$ cat src/design/dsm_pkg.sv
// Shared types and constants for the DFA state minimizer.
// Word layouts of both channels, controller/datapath command and status.
`default_nettype none

package dsm_pkg;

  localparam int IDX_W      = 5;
  localparam int SYM_W      = 3;
  localparam int CLS_W      = 6;
  localparam int CNT_W      = 6;
  localparam int MCNT_W     = 4;
  localparam int FLD_W      = 6;
  localparam int ROW_W      = 48;
  localparam int CFG_IDX_W  = 2;
  localparam int CFG_DATA_W = 6;

  localparam logic [CLS_W-1:0] CLS_NONE = 6'h3F;

  localparam logic [CFG_IDX_W-1:0] CFG_STATE_COUNT  = 2'd0;
  localparam logic [CFG_IDX_W-1:0] CFG_SYMBOL_COUNT = 2'd1;
  localparam logic [CFG_IDX_W-1:0] CFG_START_STATE  = 2'd2;

  typedef struct packed {
    logic [4:0]       state_index;
    logic             state_final;
    logic [ROW_W-1:0] row_targets;
    logic             last;
  } dsm_in_t;

  typedef struct packed {
    logic [4:0]       class_index;
    logic             class_final;
    logic [ROW_W-1:0] class_targets;
    logic [4:0]       start_class;
    logic [CNT_W-1:0] class_total;
    logic             end_of_rows;
  } dsm_out_t;

  typedef struct packed {
    logic             load;
    logic             init;
    logic             reach_step;
    logic             chg_clr;
    logic             class0;
    logic             key_cur;
    logic             key_sym;
    logic             scan;
    logic             scan_new;
    logic             scan_copy;
    logic             update;
    logic             startc;
    logic             em_pick;
    logic             em_sym;
    logic             out_load;
    logic [IDX_W-1:0] i;
    logic [IDX_W-1:0] j;
    logic [SYM_W-1:0] s;
  } dsm_cmd_t;

  typedef struct packed {
    logic              start_bad;
    logic              reach_more;
    logic              curi_none;
    logic              match;
    logic              round_chg;
    logic              is_rep;
    logic              out_free;
    logic              em_last;
    logic [CNT_W-1:0]  n_eff;
    logic [MCNT_W-1:0] m_eff;
  } dsm_sts_t;

endpackage

`default_nettype wire

$ cat src/design/dsm_ctrl.sv
// Sequencer of the DFA state minimizer: state machine and loop counters.
// Depends on dsm_pkg; drives the datapath through dsm_cmd_t.
`default_nettype none

module dsm_ctrl #(
  parameter int MAX_STATES = 32
) (
  input  logic              clk,
  input  logic              rst_n,
  input  logic              in_valid,
  input  logic              in_last,
  output logic              in_ready,
  input  dsm_pkg::dsm_sts_t sts,
  output dsm_pkg::dsm_cmd_t cmd
);
  import dsm_pkg::*;

  localparam int ROUND_CAP = MAX_STATES + 2;
  localparam int ITER_W    = $clog2(ROUND_CAP + 1);

  typedef enum logic [11:0] {
    S_IDLE   = 12'b000000000001,
    S_INIT   = 12'b000000000010,
    S_REACH  = 12'b000000000100,
    S_CLASS0 = 12'b000000001000,
    S_KEYCUR = 12'b000000010000,
    S_KEYSYM = 12'b000000100000,
    S_SCAN   = 12'b000001000000,
    S_UPDATE = 12'b000010000000,
    S_STARTC = 12'b000100000000,
    S_EMSCAN = 12'b001000000000,
    S_EMSYM  = 12'b010000000000,
    S_EMOUT  = 12'b100000000000
  } dsm_state_t;

  dsm_state_t        state_r, state_nxt;
  logic [IDX_W-1:0]  i_r, i_nxt;
  logic [IDX_W-1:0]  j_r, j_nxt;
  logic [SYM_W-1:0]  s_r, s_nxt;
  logic [ITER_W-1:0] iter_r, iter_nxt;

  logic              i_last;
  logic              s_last;
  logic              m_zero;
  logic [ITER_W-1:0] iter_inc;
  logic              round_more;

  assign i_last     = (CNT_W'(i_r) + CNT_W'(1)) == sts.n_eff;
  assign s_last     = (MCNT_W'(s_r) + MCNT_W'(1)) == sts.m_eff;
  assign m_zero     = sts.m_eff == '0;
  assign iter_inc   = iter_r + ITER_W'(1);
  assign round_more = sts.round_chg && (iter_inc < ITER_W'(ROUND_CAP));

  always_comb begin
    state_nxt = state_r;
    i_nxt     = i_r;
    j_nxt     = j_r;
    s_nxt     = s_r;
    iter_nxt  = iter_r;
    in_ready  = 1'b0;
    cmd       = '0;
    cmd.i     = i_r;
    cmd.j     = j_r;
    cmd.s     = s_r;
    unique case (state_r)
      S_IDLE: begin
        in_ready = 1'b1;
        if (in_valid) begin
          cmd.load = 1'b1;
          if (in_last) begin
            state_nxt = S_INIT;
          end
        end
      end
      S_INIT: begin
        cmd.init = 1'b1;
        i_nxt    = '0;
        state_nxt = sts.start_bad ? S_IDLE : S_REACH;
      end
      S_REACH: begin
        cmd.reach_step = 1'b1;
        if (i_last) begin
          i_nxt = '0;
          if (sts.reach_more) begin
            cmd.chg_clr = 1'b1;
          end else begin
            state_nxt = S_CLASS0;
          end
        end else begin
          i_nxt = i_r + IDX_W'(1);
        end
      end
      S_CLASS0: begin
        cmd.class0 = 1'b1;
        i_nxt      = '0;
        iter_nxt   = '0;
        state_nxt  = S_KEYCUR;
      end
      S_KEYCUR: begin
        cmd.key_cur = 1'b1;
        s_nxt       = '0;
        j_nxt       = '0;
        state_nxt   = m_zero ? S_SCAN : S_KEYSYM;
      end
      S_KEYSYM: begin
        cmd.key_sym = 1'b1;
        if (s_last) begin
          state_nxt = S_SCAN;
        end else begin
          s_nxt = s_r + SYM_W'(1);
        end
      end
      S_SCAN: begin
        cmd.scan = 1'b1;
        if (sts.curi_none || j_r == i_r || sts.match) begin
          if (!sts.curi_none) begin
            if (j_r == i_r) begin
              cmd.scan_new = 1'b1;
            end else begin
              cmd.scan_copy = 1'b1;
            end
          end
          if (i_last) begin
            state_nxt = S_UPDATE;
          end else begin
            i_nxt     = i_r + IDX_W'(1);
            state_nxt = S_KEYCUR;
          end
        end else begin
          j_nxt = j_r + IDX_W'(1);
        end
      end
      S_UPDATE: begin
        cmd.update = 1'b1;
        iter_nxt   = iter_inc;
        i_nxt      = '0;
        state_nxt  = round_more ? S_KEYCUR : S_STARTC;
      end
      S_STARTC: begin
        cmd.startc = 1'b1;
        i_nxt      = '0;
        state_nxt  = S_EMSCAN;
      end
      S_EMSCAN: begin
        if (sts.is_rep) begin
          cmd.em_pick = 1'b1;
          s_nxt       = '0;
          state_nxt   = m_zero ? S_EMOUT : S_EMSYM;
        end else begin
          i_nxt = i_r + IDX_W'(1);
        end
      end
      S_EMSYM: begin
        cmd.em_sym = 1'b1;
        if (s_last) begin
          state_nxt = S_EMOUT;
        end else begin
          s_nxt = s_r + SYM_W'(1);
        end
      end
      S_EMOUT: begin
        if (sts.out_free) begin
          cmd.out_load = 1'b1;
          if (sts.em_last) begin
            state_nxt = S_IDLE;
          end else begin
            i_nxt     = i_r + IDX_W'(1);
            state_nxt = S_EMSCAN;
          end
        end
      end
      default: begin
        state_nxt = S_IDLE;
      end
    endcase
  end

  always_ff @(posedge clk) begin
    if (!rst_n) begin
      state_r <= S_IDLE;
      i_r     <= '0;
      j_r     <= '0;
      s_r     <= '0;
      iter_r  <= '0;
    end else begin
      state_r <= state_nxt;
      i_r     <= i_nxt;
      j_r     <= j_nxt;
      s_r     <= s_nxt;
      iter_r  <= iter_nxt;
    end
  end

endmodule

`default_nettype wire

$ cat src/design/dsm_dpath.sv
// Datapath of the DFA state minimizer: row store, class tables, key store,
// configuration registers and output register. Depends on dsm_pkg.
`default_nettype none

module dsm_dpath #(
  parameter int MAX_STATES  = 32,
  parameter int MAX_SYMBOLS = 8
) (
  input  logic                                clk,
  input  logic                                rst_n,
  input  logic                                cfg_we,
  input  logic [dsm_pkg::CFG_IDX_W-1:0]       cfg_index,
  input  logic [dsm_pkg::CFG_DATA_W-1:0]      cfg_wdata,
  input  dsm_pkg::dsm_in_t                    in_data,
  input  dsm_pkg::dsm_cmd_t                   cmd,
  output dsm_pkg::dsm_sts_t                   sts,
  input  logic                                out_ready,
  output logic                                out_valid,
  output dsm_pkg::dsm_out_t                   out_data
);
  import dsm_pkg::*;

  localparam int SW = $clog2(MAX_STATES);

  logic [ROW_W-1:0]      rows_r  [MAX_STATES];
  logic [ROW_W-1:0]      key_mem [MAX_STATES];
  logic [CLS_W-1:0]      cur_r   [MAX_STATES];
  logic [CLS_W-1:0]      refc_r  [MAX_STATES];
  logic [MAX_STATES-1:0] fin_r;
  logic [MAX_STATES-1:0] reach_r;

  logic [CNT_W-1:0]  st_cnt_r;
  logic [MCNT_W-1:0] sym_cnt_r;
  logic [4:0]        start_r;

  logic              chg_r;
  logic [CLS_W-1:0]  curi_r;
  logic [ROW_W-1:0]  key_r;
  logic [CLS_W-1:0]  cls_cnt_r;
  logic [CNT_W-1:0]  total_r;
  logic [4:0]        start_cls_r;
  logic [CLS_W-1:0]  emc_r;
  logic              emfin_r;
  logic              out_valid_r;
  dsm_out_t          out_data_r;

  logic [CNT_W-1:0]      n_eff;
  logic [MCNT_W-1:0]     m_eff;
  logic [SW-1:0]         ii;
  logic [SW-1:0]         jj;
  logic [ROW_W-1:0]      row_i;
  logic [FLD_W-1:0]      fld;
  logic                  t_ok;
  logic [SW-1:0]         cur_addr;
  logic [CLS_W-1:0]      cur_rd;
  logic [CLS_W-1:0]      succ;
  logic [MAX_STATES-1:0] reach_new;
  logic [MAX_STATES-1:0] reach_add;
  logic [MAX_STATES-1:0] reach_init;
  logic                  start_bad;
  logic                  round_chg;
  logic                  em_last;
  logic                  idx_ok;

  assign n_eff = (st_cnt_r > CNT_W'(MAX_STATES)) ? CNT_W'(MAX_STATES) : st_cnt_r;
  assign m_eff = (sym_cnt_r > MCNT_W'(MAX_SYMBOLS)) ? MCNT_W'(MAX_SYMBOLS) : sym_cnt_r;
  assign ii    = cmd.i[SW-1:0];
  assign jj    = cmd.j[SW-1:0];
  assign row_i = rows_r[ii];
  assign fld   = row_i[cmd.s*FLD_W +: FLD_W];
  assign t_ok  = fld[FLD_W-1] && (CNT_W'(fld[4:0]) < n_eff);
  assign start_bad = CNT_W'(start_r) >= n_eff;
  assign idx_ok    = CNT_W'(in_data.state_index) < CNT_W'(MAX_STATES);
  assign em_last   = (CNT_W'(emc_r) + CNT_W'(1)) == total_r;

  always_comb begin
    if (cmd.key_sym || cmd.em_sym) begin
      cur_addr = fld[SW-1:0];
    end else if (cmd.scan) begin
      cur_addr = jj;
    end else if (cmd.startc) begin
      cur_addr = start_r[SW-1:0];
    end else begin
      cur_addr = ii;
    end
  end

  assign cur_rd = cur_r[cur_addr];
  assign succ   = t_ok ? cur_rd : CLS_NONE;

  always_comb begin
    logic [FLD_W-1:0] f;
    reach_new = '0;
    for (int k = 0; k < MAX_SYMBOLS; k++) begin
      f = row_i[k*FLD_W +: FLD_W];
      if ((MCNT_W'(k) < m_eff) && f[FLD_W-1] && (CNT_W'(f[4:0]) < n_eff)) begin
        reach_new[f[SW-1:0]] = 1'b1;
      end
    end
    if (!reach_r[ii]) begin
      reach_new = '0;
    end
  end

  assign reach_add = reach_new & ~reach_r;

  always_comb begin
    reach_init = '0;
    reach_init[start_r[SW-1:0]] = 1'b1;
  end

  always_comb begin
    round_chg = 1'b0;
    for (int k = 0; k < MAX_STATES; k++) begin
      if (cur_r[k] != refc_r[k]) begin
        round_chg = 1'b1;
      end
    end
  end

  assign sts.start_bad  = start_bad;
  assign sts.reach_more = chg_r || (|reach_add);
  assign sts.curi_none  = curi_r == CLS_NONE;
  assign sts.match      = (cur_rd != CLS_NONE) && (cur_rd == curi_r) && (key_mem[jj] == key_r);
  assign sts.round_chg  = round_chg;
  assign sts.is_rep     = cur_rd == emc_r;
  assign sts.out_free   = !out_valid_r || out_ready;
  assign sts.em_last    = em_last;
  assign sts.n_eff      = n_eff;
  assign sts.m_eff      = m_eff;

  always_ff @(posedge clk) begin
    if (!rst_n) begin
      st_cnt_r  <= CNT_W'(1);
      sym_cnt_r <= MCNT_W'(2);
      start_r   <= '0;
    end else if (cfg_we) begin
      unique case (cfg_index)
        CFG_STATE_COUNT:  st_cnt_r  <= cfg_wdata[CNT_W-1:0];
        CFG_SYMBOL_COUNT: sym_cnt_r <= cfg_wdata[MCNT_W-1:0];
        CFG_START_STATE:  start_r   <= cfg_wdata[4:0];
        default: ;
      endcase
    end
  end

  always_ff @(posedge clk) begin
    if (cmd.load && idx_ok) begin
      rows_r[in_data.state_index[SW-1:0]] <= in_data.row_targets;
      fin_r[in_data.state_index[SW-1:0]]  <= in_data.state_final;
    end
    if (cmd.scan) begin
      key_mem[ii] <= key_r;
    end
  end

  always_ff @(posedge clk) begin
    if (!rst_n) begin
      reach_r <= '0;
      chg_r   <= 1'b0;
    end else if (cmd.init) begin
      reach_r <= start_bad ? '0 : reach_init;
      chg_r   <= 1'b0;
    end else if (cmd.reach_step) begin
      reach_r <= reach_r | reach_add;
      chg_r   <= cmd.chg_clr ? 1'b0 : (chg_r || (|reach_add));
    end
  end

  always_ff @(posedge clk) begin
    if (!rst_n) begin
      for (int k = 0; k < MAX_STATES; k++) begin
        cur_r[k]  <= CLS_NONE;
        refc_r[k] <= CLS_NONE;
      end
    end else if (cmd.init) begin
      for (int k = 0; k < MAX_STATES; k++) begin
        cur_r[k]  <= CLS_NONE;
        refc_r[k] <= CLS_NONE;
      end
    end else if (cmd.class0) begin
      for (int k = 0; k < MAX_STATES; k++) begin
        cur_r[k]  <= reach_r[k] ? {{(CLS_W-1){1'b0}}, fin_r[k]} : CLS_NONE;
        refc_r[k] <= CLS_NONE;
      end
    end else if (cmd.update) begin
      for (int k = 0; k < MAX_STATES; k++) begin
        cur_r[k]  <= refc_r[k];
        refc_r[k] <= CLS_NONE;
      end
    end else if (cmd.scan_new) begin
      refc_r[ii] <= cls_cnt_r;
    end else if (cmd.scan_copy) begin
      refc_r[ii] <= refc_r[jj];
    end
  end

  always_ff @(posedge clk) begin
    if (!rst_n) begin
      cls_cnt_r <= '0;
      total_r   <= '0;
      emc_r     <= '0;
    end else begin
      if (cmd.class0 || cmd.update) begin
        cls_cnt_r <= '0;
      end else if (cmd.scan_new) begin
        cls_cnt_r <= cls_cnt_r + CLS_W'(1);
      end
      if (cmd.update) begin
        total_r <= cls_cnt_r;
      end
      if (cmd.startc) begin
        emc_r <= '0;
      end else if (cmd.out_load) begin
        emc_r <= emc_r + CLS_W'(1);
      end
    end
  end

  always_ff @(posedge clk) begin
    if (cmd.key_cur) begin
      curi_r <= cur_rd;
      key_r  <= '1;
    end else if (cmd.key_sym) begin
      key_r[cmd.s*FLD_W +: FLD_W] <= succ;
    end else if (cmd.em_pick) begin
      emfin_r <= fin_r[ii];
      key_r   <= '0;
    end else if (cmd.em_sym) begin
      key_r[cmd.s*FLD_W +: FLD_W] <= (succ != CLS_NONE) ? {1'b1, succ[4:0]} : '0;
    end
    if (cmd.startc) begin
      start_cls_r <= cur_rd[4:0];
    end
  end

  always_ff @(posedge clk) begin
    if (!rst_n) begin
      out_valid_r <= 1'b0;
    end else if (cmd.out_load) begin
      out_valid_r <= 1'b1;
    end else if (out_ready) begin
      out_valid_r <= 1'b0;
    end
  end

  always_ff @(posedge clk) begin
    if (cmd.out_load) begin
      out_data_r.class_index   <= emc_r[4:0];
      out_data_r.class_final   <= emfin_r;
      out_data_r.class_targets <= key_r;
      out_data_r.start_class   <= start_cls_r;
      out_data_r.class_total   <= total_r;
      out_data_r.end_of_rows   <= em_last;
    end
  end

  assign out_valid = out_valid_r;
  assign out_data  = out_data_r;

endmodule

`default_nettype wire

$ cat src/design/dfa_state_minimizer.sv
// DFA state minimizer top level: controller, datapath and checks.
// Depends on dsm_pkg, dsm_ctrl and dsm_dpath.
//
// Rows load at one word per cycle; a word with last set starts a run and the
// input stays closed until the run's final class word enters the output
// register. With n states and m symbols a run consists of: reachability passes
// over the n states, up to n passes; per refinement round, for each state i a
// key over the m symbols and compares with states up to i, up to MAX_STATES + 2
// rounds; then a scan of the states with a class word built over the m symbols
// for each class emitted. One class table read port and one key compare are
// shared by all steps. A pending output word does not block the next rows.
`default_nettype none

module dfa_state_minimizer #(
  parameter int MAX_STATES  = 32,
  parameter int MAX_SYMBOLS = 8
) (
  input  logic                           clk,
  input  logic                           rst_n,
  input  logic                           cfg_we,
  input  logic [dsm_pkg::CFG_IDX_W-1:0]  cfg_index,
  input  logic [dsm_pkg::CFG_DATA_W-1:0] cfg_wdata,
  input  logic                           in_valid,
  output logic                           in_ready,
  input  dsm_pkg::dsm_in_t               in_data,
  output logic                           out_valid,
  input  logic                           out_ready,
  output dsm_pkg::dsm_out_t              out_data
);
  import dsm_pkg::*;

  dsm_cmd_t cmd;
  dsm_sts_t sts;

  dsm_ctrl #(
    .MAX_STATES (MAX_STATES)
  ) u_ctrl (
    .clk      (clk),
    .rst_n    (rst_n),
    .in_valid (in_valid),
    .in_last  (in_data.last),
    .in_ready (in_ready),
    .sts      (sts),
    .cmd      (cmd)
  );

  dsm_dpath #(
    .MAX_STATES  (MAX_STATES),
    .MAX_SYMBOLS (MAX_SYMBOLS)
  ) u_dpath (
    .clk       (clk),
    .rst_n     (rst_n),
    .cfg_we    (cfg_we),
    .cfg_index (cfg_index),
    .cfg_wdata (cfg_wdata),
    .in_data   (in_data),
    .cmd       (cmd),
    .sts       (sts),
    .out_ready (out_ready),
    .out_valid (out_valid),
    .out_data  (out_data)
  );

`ifndef SYNTHESIS
  a_no_overwrite: assert property (@(posedge clk) disable iff (!rst_n)
    cmd.out_load |-> (!out_valid || out_ready))
    else $error("output word overwritten while pending");

  a_class_write_excl: assert property (@(posedge clk) disable iff (!rst_n)
    $onehot0({cmd.init, cmd.class0, cmd.update, cmd.scan_new, cmd.scan_copy}))
    else $error("conflicting class table writes");

  a_last_row_count: assert property (@(posedge clk) disable iff (!rst_n)
    (out_valid && out_data.end_of_rows) |->
      ((CNT_W'(out_data.class_index) + CNT_W'(1)) == out_data.class_total))
    else $error("end of rows does not match class total");

  a_no_load_busy: assert property (@(posedge clk) disable iff (!rst_n)
    cmd.load |-> !(cmd.scan || cmd.reach_step || cmd.em_sym))
    else $error("row load during a run");
`endif

endmodule

`default_nettype wire

$ cat config.mk
export PLATFORM = sky130hd
export DESIGN_NAME = dfa_state_minimizer
export DESIGN_NICKNAME = d
export VERILOG_FILES = /design/src/design/dsm_pkg.sv /design/src/design/dsm_ctrl.sv /design/src/design/dsm_dpath.sv /design/src/design/dfa_state_minimizer.sv
export SDC_FILE = /design/constraint.sdc
export NUM_CORES = 2
export LEC_CHECK = 0
export BUFFER_PORTS_ARGS = -buffer_cell sky130_fd_sc_hd__buf_2
export CAP_MARGIN = 30
export CORE_MARGIN = 3
export CORE_UTILIZATION = 30
export CTS_CLUSTER_SIZE = 25
export DETAILED_ROUTE_END_ITERATION = 16
export PLACE_DENSITY_LB_ADDON = 0.05
export SLEW_MARGIN = 20
export SYNTH_ARGS = -nofsm -noshare
export SYNTH_HDL_FRONTEND = slang
export SYNTH_SLANG_ARGS = --single-unit
$ cat constraint.sdc
create_clock -name clk -period 7.34 [get_ports clk]
set_input_delay 1.101 -clock clk [delete_from_list [all_inputs] [get_ports clk]]
set_output_delay 1.101 -clock clk [all_outputs]
set_load 0.005 [all_outputs]
==> qor.yml <==
run_status:
  status: "complete, no violations"
setup_path:
  cp-end-kind: "flop"
  critPathLaunchType: "flop"
  r2r_cells: 25
  cp_max_fo: 42
  path_class: "reg -> reg"
  cpMostUsedCell: "buf_4"
  worst-endpoint-required_ps: 8240
  worstPathArrival_ps: 8030
  cpMaxStageDelayCell: "or4_1"
  slowest_delay_ps: 730
floorplanning:
  dieArea_sq_mm: 0.5294
  rows: 264
  coreArea_sq_mm: 0.5179
  die_y_um: 727.6
  io-pin-count: 136
  start_util_pct: 30.16
  die_w_um: 727.6
final_layout:
  final.fill_count: 48958
  multiInputGateArea_sq_mm: 0.04382
  drive_gt1_share_pct: 24.57
  area_growth_pct: 17.96
  seqCellArea_sq_mm: 0.1102
  layout.nets: 9689
  stdcell_count: 16885
drt:
  avgViaCountPerCell: 5.353
  wire_per_inst_um: 36.28
  first_pass_iters: 6
  routed_wirelength_mm: 612.6
  drtIter0Drc: 9018
  vias: 90379
  drcViolationCount: 0
  final_antenna_net_count: 0
logic_synthesis:
  synth_top_area_share_pct: 68.44
  synthCells: 8870
  synth.distinct_cells: 111
  synth-edff-count: 3560
  synthArstFlopShare_pct: 0
  synth_nets: 8986
  yosys_warnings: 0
  avgSynthCellArea_sq_um: 17.61
  synth_flop_cell: "edfxtp_1"
  synth_area_sq_mm: 0.1562
  yosysSeqAreaShare_pct: 70.52
  ys_ff_latch: 3722
  synth.area.top_cells: "edfxtp_1, mux4_2, mux2i_1"
  yosysTopAreaCell: "edfxtp_1"
timing:
  clock.fmax_ghz: 0.1404
  fin_crit_ps: 7122
  drv_slew: 0
  holdWs_ps: 391.9
  maxSlewHeadroom_pct: 25.25
  setup_viol: 0
  finClkSkew_ps: 75.80
  setup-tns-final_ps: 0
  rsz0062_at_grt: "true"
  worst_pin_slew_ps: 1121
  hold_viol: 0
  min_period_over_period_pct: 97.02
cts:
  htree_levels: 5
  clock_latency_ps: 1030
  cts_buffer_depth: 4
  clk_pin_slew_ps: 60
  cts.sinks: 3722
  root_buffer: "clkbuf_16"
  cts_made_buffers: 431
  ctsHoldBuffers: 0
  cts_tree: "built"
placed_design:
  portBuffers: 135
  place.gp.congestion: 0.9036
  dp_cells: 16049
  dp_hpwl_mm: 396.3
global_route:
  grt-ovfl-total: 0
  grt_pass1_vias: 91493
  grt_pass1_wl_mm: 824.4
  grt_max_degree: 111
  grt_antenna_before_repair: 52
  grt_use_total_pct: 22.59
min_path:
  min_path_type: "in -> reg"
  hold_path_depth: 3
power_and_ir_drop:
  p_per_area_mw_per_mm2: 247.0
  leakage_nw: 50.81
  ir_worst_vdd_v: 0.0002290
flow_run:
  drv_cap: 0
-- synthesized netlist by cell type, types with 20 or more instances --
library cell and count:
edfxtp_1 3560, mux4_2 735, mux2i_1 586, nand2_1 342
nor2_1 317, a22oi_1 290, a21oi_1 261, clkbuf_1 256
nand3_1 252, o21ai_0 198, xnor2_1 183, dfxtp_1 162
a21o_1 139, inv_1 104, xor2_1 93, buf_1 89
nand4_1 88, nor4_1 79, buf_6 65, buf_2 64
nor3_1 61, buf_4 60, nand3_2 56, a31oi_1 53
a211oi_1 51, ha_1 47, o211ai_1 39, o22ai_1 39
o21a_1 34, mux2_2 31, and3_1 29, or3_1 29
nand2b_1 28, a221oi_1 23, and2_1 22, nor2b_1 22
o22a_1 21, or4_1 21, o31ai_1 20
-- layer usage --
layer | vias to the layer above | routed length [um] | GRT usage, %
met5 | - | 72 | 0
met4 | 12 | 14480 | 4.938
met3 | 718 | 31600 | 3.437
met2 | 2742 | 299300 | 38.22
met1 | 49236 | 267100 | 30.75
li1 | 37671 | - | -
-- critical path: cells and delay by family (launching register included) --
kind / cells / cell delay (ps)
AO/OA/AOI/OAI: 8 / 1740
buffers and inverters: 8 / 1850
flip-flops: 1 / 540
multiplexers: 1 / 130
AND/OR/NAND/NOR: 8 / 2590
-- power by group --
group / switching [mW] / internal, mW / leakage (nW) / total [mW]
registers: 0.0330 / 23.2 / 29.3 / 23.2
clock network: 9.01 / 12.2 / 6.71 / 21.2
logic: 0.784 / 0.273 / 14.8 / 1.06
total: 9.82 / 35.7 / 50.8 / 45.5
-- flip-flops by register name, indices dropped and copies added, names as in the netlist, 6 cells and up, named ones only --
register           count
u_dpath.key_mem     1536
u_dpath.rows_r      1536
u_dpath.cur_r        192
u_dpath.refc_r       192
u_dpath.out_data      66
u_dpath.key_r         48
u_dpath.fin_r         32
u_dpath.reach_r       32
u_ctrl.state_r        12
u_ctrl.iter_r          6
u_dpath.cls_cnt_r      6
u_dpath.curi_r         6
u_dpath.emc_r          6
u_dpath.st_cnt_r       6
u_dpath.total_r        6
-- cell families (layout without fill, tap and decap cells) --
kind of cell | Yosys count | in the layout | synth area share [%]
other | 0 | 26 | 0
buffers and inverters | 646 | 1718 | 2.064
and+or+nand+nor | 1445 | 1446 | 4.807
DFF | 3722 | 3722 | 70.52
adders and majority gates | 49 | 49 | 0.3957
muxes | 1355 | 1355 | 14.61
AOI/OAI and AO/OA | 1377 | 1377 | 6.056
xor gates and xnor gates | 276 | 276 | 1.548
-- cell type report --
cell class,count,area share (%)
clock buffer,556,6.176
antenna,26,0.03531
multi-input combinational,4503,23.79
sequential,3722,59.80
inverter,111,0.2289
timing repair buffer,804,3.947
clock inverter,247,1.328
tap,6916,4.697
-- through the flow --
stage | area [sq um] | total power, mW | utilization (%) | setup slack (ps)
5_1_grt | 184200 | 46.96 | 35.56 | -4.460
3_3_place_gp | 169700 | 24.73 | 32.76 | -1159
4_1_cts | 184000 | 46.09 | 35.53 | 37.03
6_report | 184200 | 45.50 | 35.57 | 218.5
2_1_floorplan | 156200 | 24.16 | - | 1054
3_5_place_dp | 170100 | 24.76 | 32.85 | -384.9
-- final timing paths --
check	start	slack, ps	to
setup / recovery	flop	220	u_dpath.key_r[6]
hold / removal	cfg_wdata[1]	390	u_dpath.sym_cnt_r[1]
setup reg to reg	flop	220	u_dpath.key_r[6]
hold reg to reg	u_dpath.start_cls_r[1]	420	u_dpath.out_data[8]
-- placed cells by master (no fill, tap or decap), types with 88 or more instances in the layout --
cell,Yosys,routed
nor2_1,317,244
mux4_2,735,735
a22oi_1,290,289
nand4_1,88,88
nand3_1,252,248
o21ai_0,198,192
inv_1,104,103
xor2_1,93,93
mux2i_1,586,580
buf_4,60,543
buf_2,64,135
clkbuf_1,256,116
xnor2_1,183,183
clkbuf_16,0,434
dfxtp_1,162,149
a21oi_1,261,257
clkinv_1,4,111
buf_12,0,104
edfxtp_1,3560,3560
a21o_1,139,139
nand2_1,342,341
-- what timing repair did --
action | CTS | global route
pin swaps | 1 | 7
setup buffers | 2 | 3
gates cloned | 0 | 1
endpoints found under the setup margin | 448 | 438
gates resized for setup | 7 | 24
Power figures use the tool's default switching activity.
